### config.mk
export PLATFORM = sky130hd
export DESIGN_NAME = pnat_scan
export DESIGN_NICKNAME = d
export VERILOG_FILES = /design/src/hw/rtl/assert_macros.svh /design/src/hw/rtl/pnat_pkg.sv /design/src/hw/rtl/pnat_scan.sv
export SDC_FILE = /design/constraint.sdc
export NUM_CORES = 1
export LEC_CHECK = 0
export BUFFER_PORTS_ARGS = -buffer_cell sky130_fd_sc_hd__buf_2
export CAP_MARGIN = 20
export CORE_MARGIN = 3
export CORE_UTILIZATION = 41
export CTS_CLUSTER_SIZE = 30
export DETAILED_ROUTE_END_ITERATION = 10
export PLACE_DENSITY_LB_ADDON = 0.1
export SYNTH_ARGS = -nofsm -noshare
export SYNTH_HDL_FRONTEND = slang
export SYNTH_SLANG_ARGS = --single-unit
export TNS_END_PERCENT = 30
### constraint.sdc
create_clock -name clk_i -period 2.1 [get_ports clk_i]
set_input_delay 0.105 -clock clk_i [delete_from_list [all_inputs] [get_ports clk_i]]
set_output_delay 0.105 -clock clk_i [all_outputs]
set_load 0.005 [all_outputs]
### src/hw/rtl/assert_macros.svh
// Assertion macros shared by the RTL files.
`ifndef ASSERT_MACROS_SVH
`define ASSERT_MACROS_SVH

// Property that must hold at every clock edge outside reset.
`define ASSERT_ALWAYS(lbl, clk, rstn, prop, msg) \
  lbl: assert property (@(posedge clk) disable iff (!rstn) (prop)) else $error(msg);

// Property that must never hold.
`define ASSERT_NEVER(lbl, clk, rstn, prop, msg) \
  `ASSERT_ALWAYS(lbl, clk, rstn, !(prop), msg)

`endif

### src/hw/rtl/pnat_pkg.sv
// Package for the port number allocator table: sizes, codes and types.
package pnat_pkg;

  localparam int MAX_SLOTS  = 1024;
  localparam int KEY_BITS   = 32;
  localparam int OWNER_BITS = 8;
  localparam int IDX_W      = $clog2(MAX_SLOTS);
  localparam int CNT_W      = $clog2(MAX_SLOTS + 1);
  localparam int PORT_W     = 16;
  localparam int FREE_W     = 11;

  typedef enum logic [2:0] {
    OP_REGISTER   = 3'd0,
    OP_UNREGISTER = 3'd1,
    OP_LOOKUP     = 3'd2,
    OP_REREGISTER = 3'd3,
    OP_RELEASE    = 3'd4,
    OP_CLEANUP    = 3'd5,
    OP_PRELOAD    = 3'd6
  } op_e;

  typedef enum logic [2:0] {
    ST_OK        = 3'd0,
    ST_ALREADY   = 3'd1,
    ST_NO_FREE   = 3'd2,
    ST_UNKNOWN   = 3'd3,
    ST_NO_RECOV  = 3'd4,
    ST_OUT_RANGE = 3'd5
  } status_e;

  typedef enum logic [3:0] {
    S_CLEAR  = 4'b0001,
    S_IDLE   = 4'b0010,
    S_SCAN   = 4'b0100,
    S_DECIDE = 4'b1000
  } state_e;

  localparam int REG_PORT_BASE = 0;
  localparam int REG_PORTS_USE = 1;

  typedef struct packed {
    logic                  used;
    logic [OWNER_BITS-1:0] owner;
    logic [KEY_BITS-1:0]   key;
  } entry_t;

  typedef struct packed {
    logic                  hit;
    logic [IDX_W-1:0]      hit_idx;
    logic [OWNER_BITS-1:0] hit_own;
    logic                  free_hit;
    logic [IDX_W-1:0]      free_idx;
    logic                  tgt_used;
    logic [OWNER_BITS-1:0] tgt_own;
  } scan_res_t;

endpackage

### src/hw/rtl/pnat_scan.sv
// Scan collector: first key hit, first empty slot and target slot contents.
module pnat_scan
  import pnat_pkg::*;
(
  input  logic                clk_i,
  input  logic                rst_ni,
  input  logic                start_i,
  input  logic                rd_vld_i,
  input  logic [IDX_W-1:0]    rd_idx_i,
  input  entry_t              rd_entry_i,
  input  logic [KEY_BITS-1:0] key_i,
  input  logic [IDX_W-1:0]    tgt_idx_i,
  output scan_res_t           res_o
);

  scan_res_t res_q, res_d;

  always_comb begin
    res_d = res_q;
    if (start_i) begin
      res_d.hit      = 1'b0;
      res_d.free_hit = 1'b0;
      res_d.tgt_used = 1'b0;
      res_d.tgt_own  = '0;
    end else if (rd_vld_i) begin
      if (!res_q.hit && rd_entry_i.used && rd_entry_i.key == key_i) begin
        res_d.hit     = 1'b1;
        res_d.hit_idx = rd_idx_i;
        res_d.hit_own = rd_entry_i.owner;
      end
      if (!res_q.free_hit && !rd_entry_i.used) begin
        res_d.free_hit = 1'b1;
        res_d.free_idx = rd_idx_i;
      end
      if (rd_idx_i == tgt_idx_i) begin
        res_d.tgt_used = rd_entry_i.used;
        res_d.tgt_own  = rd_entry_i.owner;
      end
    end
  end

  always_ff @(posedge clk_i or negedge rst_ni) begin
    if (!rst_ni) begin
      res_q <= '0;
    end else begin
      res_q <= res_d;
    end
  end

  assign res_o = res_q;

endmodule

==> impl_metrics.py <==
metrics = {
    "run": {
        "maxCapViolCount": 0,
    },
    "sta": {
        "fmax_mhz": 611,
        "finalClockSkew_ps": 5.42,
        "setup_violations": 0,
        "tns_ps": 0,
        "finalMaxSlewViolations": 0,
        "fin_crit_sh": 0.779,
        "maxSlewHeadroom": 0.427,
        "rsz0062_at_grt": "false",
        "hold_viol": 0,
        "tightest_slew_ps": 860,
        "min_period_ps": 1640,
    },
    "placement": {
        "io_buffers": 135,
        "globalplace.congestion": 0.720,
        "placed_area_mm2": 0.00271,
        "place_hpwl_mm": 3.90,
    },
    "clocking": {
        "cts_max_level": 2,
        "cts.sinks": 39,
        "cts_made_buffers": 5,
        "clk_pin_slew_ps": 70,
        "clockRootBuffer": "clkbuf_8",
        "cts_buffer_depth": 2,
        "insertion_delay_ps": 290,
        "cts_resized": 0,
        "hold_buffers": 1,
        "cts_tree": "built",
        "post_cts_buffers": 0,
    },
    "setup_path": {
        "critical_path_class": "reg2reg",
        "critPathArrivalTime_ps": 1810,
        "crit_chain": "nor4b_2 -> nand4_4 -> buf_4 -> mux2_4",
        "start_kind": "flip-flop",
        "worst-path-buf-inv": 1,
        "cp_slowest_stage_delay_ps": 410,
        "cp.required_ps": 2280,
        "end_kind": "flip-flop",
        "cp_slowest_cell": "dfrtp_1",
        "path_max_fanout": 19,
        "critPathTopFamily": "simple AND/OR/NAND/NOR gates",
    },
    "synth": {
        "syn-cell-area_mm2": 0.00196,
        "muxShareOfSynthArea": 0.178,
        "async_flop_share": 1.00,
        "synth.top_cell.area_share": 0.499,
        "syn_inst": 144,
        "synth-edff-count": 0,
        "synthAdderAreaFrac": 0,
        "synth_ff_type": "dfrtp_1",
        "netlist_top_cells_area": "dfrtp_1 (50%), xnor2_1 (17%), mux2_2 (11%), mux2_4 (6.9%), a22o_1 (4.0%)",
        "yosys.area_share.simple": 0.0767,
        "synth_compound_area_frac": 0.0467,
        "synth-xor-area-share": 0.188,
        "synth_area_leader_cell": "dfrtp_1",
        "synth_seq_cells": 39,
        "ys.warnings.count": 0,
        "synth.distinct_cells": 20,
        "synth_top_family_by_area": "XOR/XNOR gates",
        "synth_nets": 241,
        "avgSynthCellArea_um2": 13.6,
        "ys_seq_area_frac": 0.499,
    },
    "die": {
        "initial_core_util": 0.437,
        "pin_count": 136,
        "die_w_um": 75.1,
        "chipHeight_um": 75.1,
        "fp.coreArea_mm2": 0.00447,
        "die-area_mm2": 0.00564,
        "row_count": 24,
    },
    "global_routing": {
        "grt_max_degree": 40,
        "first_global_vias": 1669,
        "overflow": 0,
        "antenna_found_initial": 0,
        "grt_pass1_wl_mm": 7.33,
        "gr-usage-all-layers": 0.171,
    },
    "layout": {
        "mostFrequentLayoutCell": "buf_2",
        "mostFrequentLayoutCells": "buf_2 (135), dfrtp_1 (39), xnor2_1 (37), mux2_2 (19)",
        "drive_above_1_share": 0.619,
        "multi_input_area_um2": 963,
        "final_cell_area_mm2": 0.00284,
        "ff_latch_area_um2": 976,
        "nNetsFinal": 385,
        "fillers": 378,
        "area_delta_synth_final_pct": 45.0,
        "largest_register_ff_count": 39,
        "antenna_cells": 0,
    },
    "drt": {
        "dr.first_iter.drc_count": 67,
        "drt.antenna.violating_nets": 0,
        "drtPass1Iterations": 4,
        "viasPerCell": 4.79,
        "vias": 1634,
        "route.detailed.drc": 0,
        "routed_wirelength_mm": 4.82,
        "wl_per_cell_um": 14.1,
    },
    "min_path": {
        "hp-class": "in2reg",
    },
    "power_and_ir_drop": {
        "cellPowerDensity_mw_per_mm2": 627,
        "p_leak_nw": 1.54,
        "irDropWorstVdd_mv": 0.231,
    },
    "run_status": {
        "status": "complete, no violations",
    },
}
cells in the mapped netlist (2+ instances only):
library cell   n
nor3_1         3
inv_1          2
nor4_2         2
mux2_4         9
xor2_1         5
nand3_1        2
xnor2_1       37
a22o_1         9
nand4_1        8
mux2_2        19
dfrtp_1       39
per-stage QoR:
step / power [W] / worst slack, ps / hold slack (ps) / std cells / utilization
after floorplan: 0.000965 / 498 / -191 / 144 / -
after global placement: 0.00115 / 388 / 267 / 332 / 0.606
after detailed placement: 0.00116 / 360 / 265 / 332 / 0.606
after CTS: 0.00180 / 448 / 30.4 / 341 / 0.634
after global routing: 0.00188 / 367 / 37.8 / 341 / 0.634
final: 0.00178 / 464 / 35.9 / 341 / 0.634
logic make-up after synthesis:
family,Yosys count
buf+inv,4
flops,39
simple gates,20
mux,28
compound gates,11
xor+xnor,42
report_power, final:
part,internal [W],switching [W],leakage (nW)
combinational,0.000187,0.000134,0.954
clock,0.000384,0.000256,0.0612
sequential,0.000796,0.0000218,0.523
metal layers:
metal	GRT usage	vias up	share of wire
li1	-	799	-
met1	0.203	737	0.38
met2	0.303	90	0.51
met3	0.0401	8	0.088
met4	0.0553	0	0.017
met5	0	-	0
path summary, 6_finish.rpt:
path / startpoint / to / slack, ps / cells past startpoint
setup / recovery: res_o[38]$_DFFE_PN0P_ / res_o[34]$_DFFE_PN0P_ / 460 / 4
hold / removal: start_i / res_o[38]$_DFFE_PN0P_ / 40 / 2
setup reg to reg: res_o[38]$_DFFE_PN0P_ / res_o[34]$_DFFE_PN0P_ / 460 / 4
hold reg to reg: res_o[16]$_DFFE_PN0P_ / res_o[16]$_DFFE_PN0P_ / 500 / 1
max in group asynchronous: rst_ni / res_o[17]$_DFFE_PN0P_ / 1090 / 2
min in group asynchronous: rst_ni / res_o[26]$_DFFE_PN0P_ / 470 / 2
layout make-up:
class                   instances  share of cell area
clock buffers                   6              0.0291
clock inverters                 2              0.0123
inverters                       2             0.00265
multi-input cells             101               0.340
flip-flops and latches         39               0.344
well taps                      52              0.0229
repair buffers                139               0.250
(Power assumes the default switching activity.)
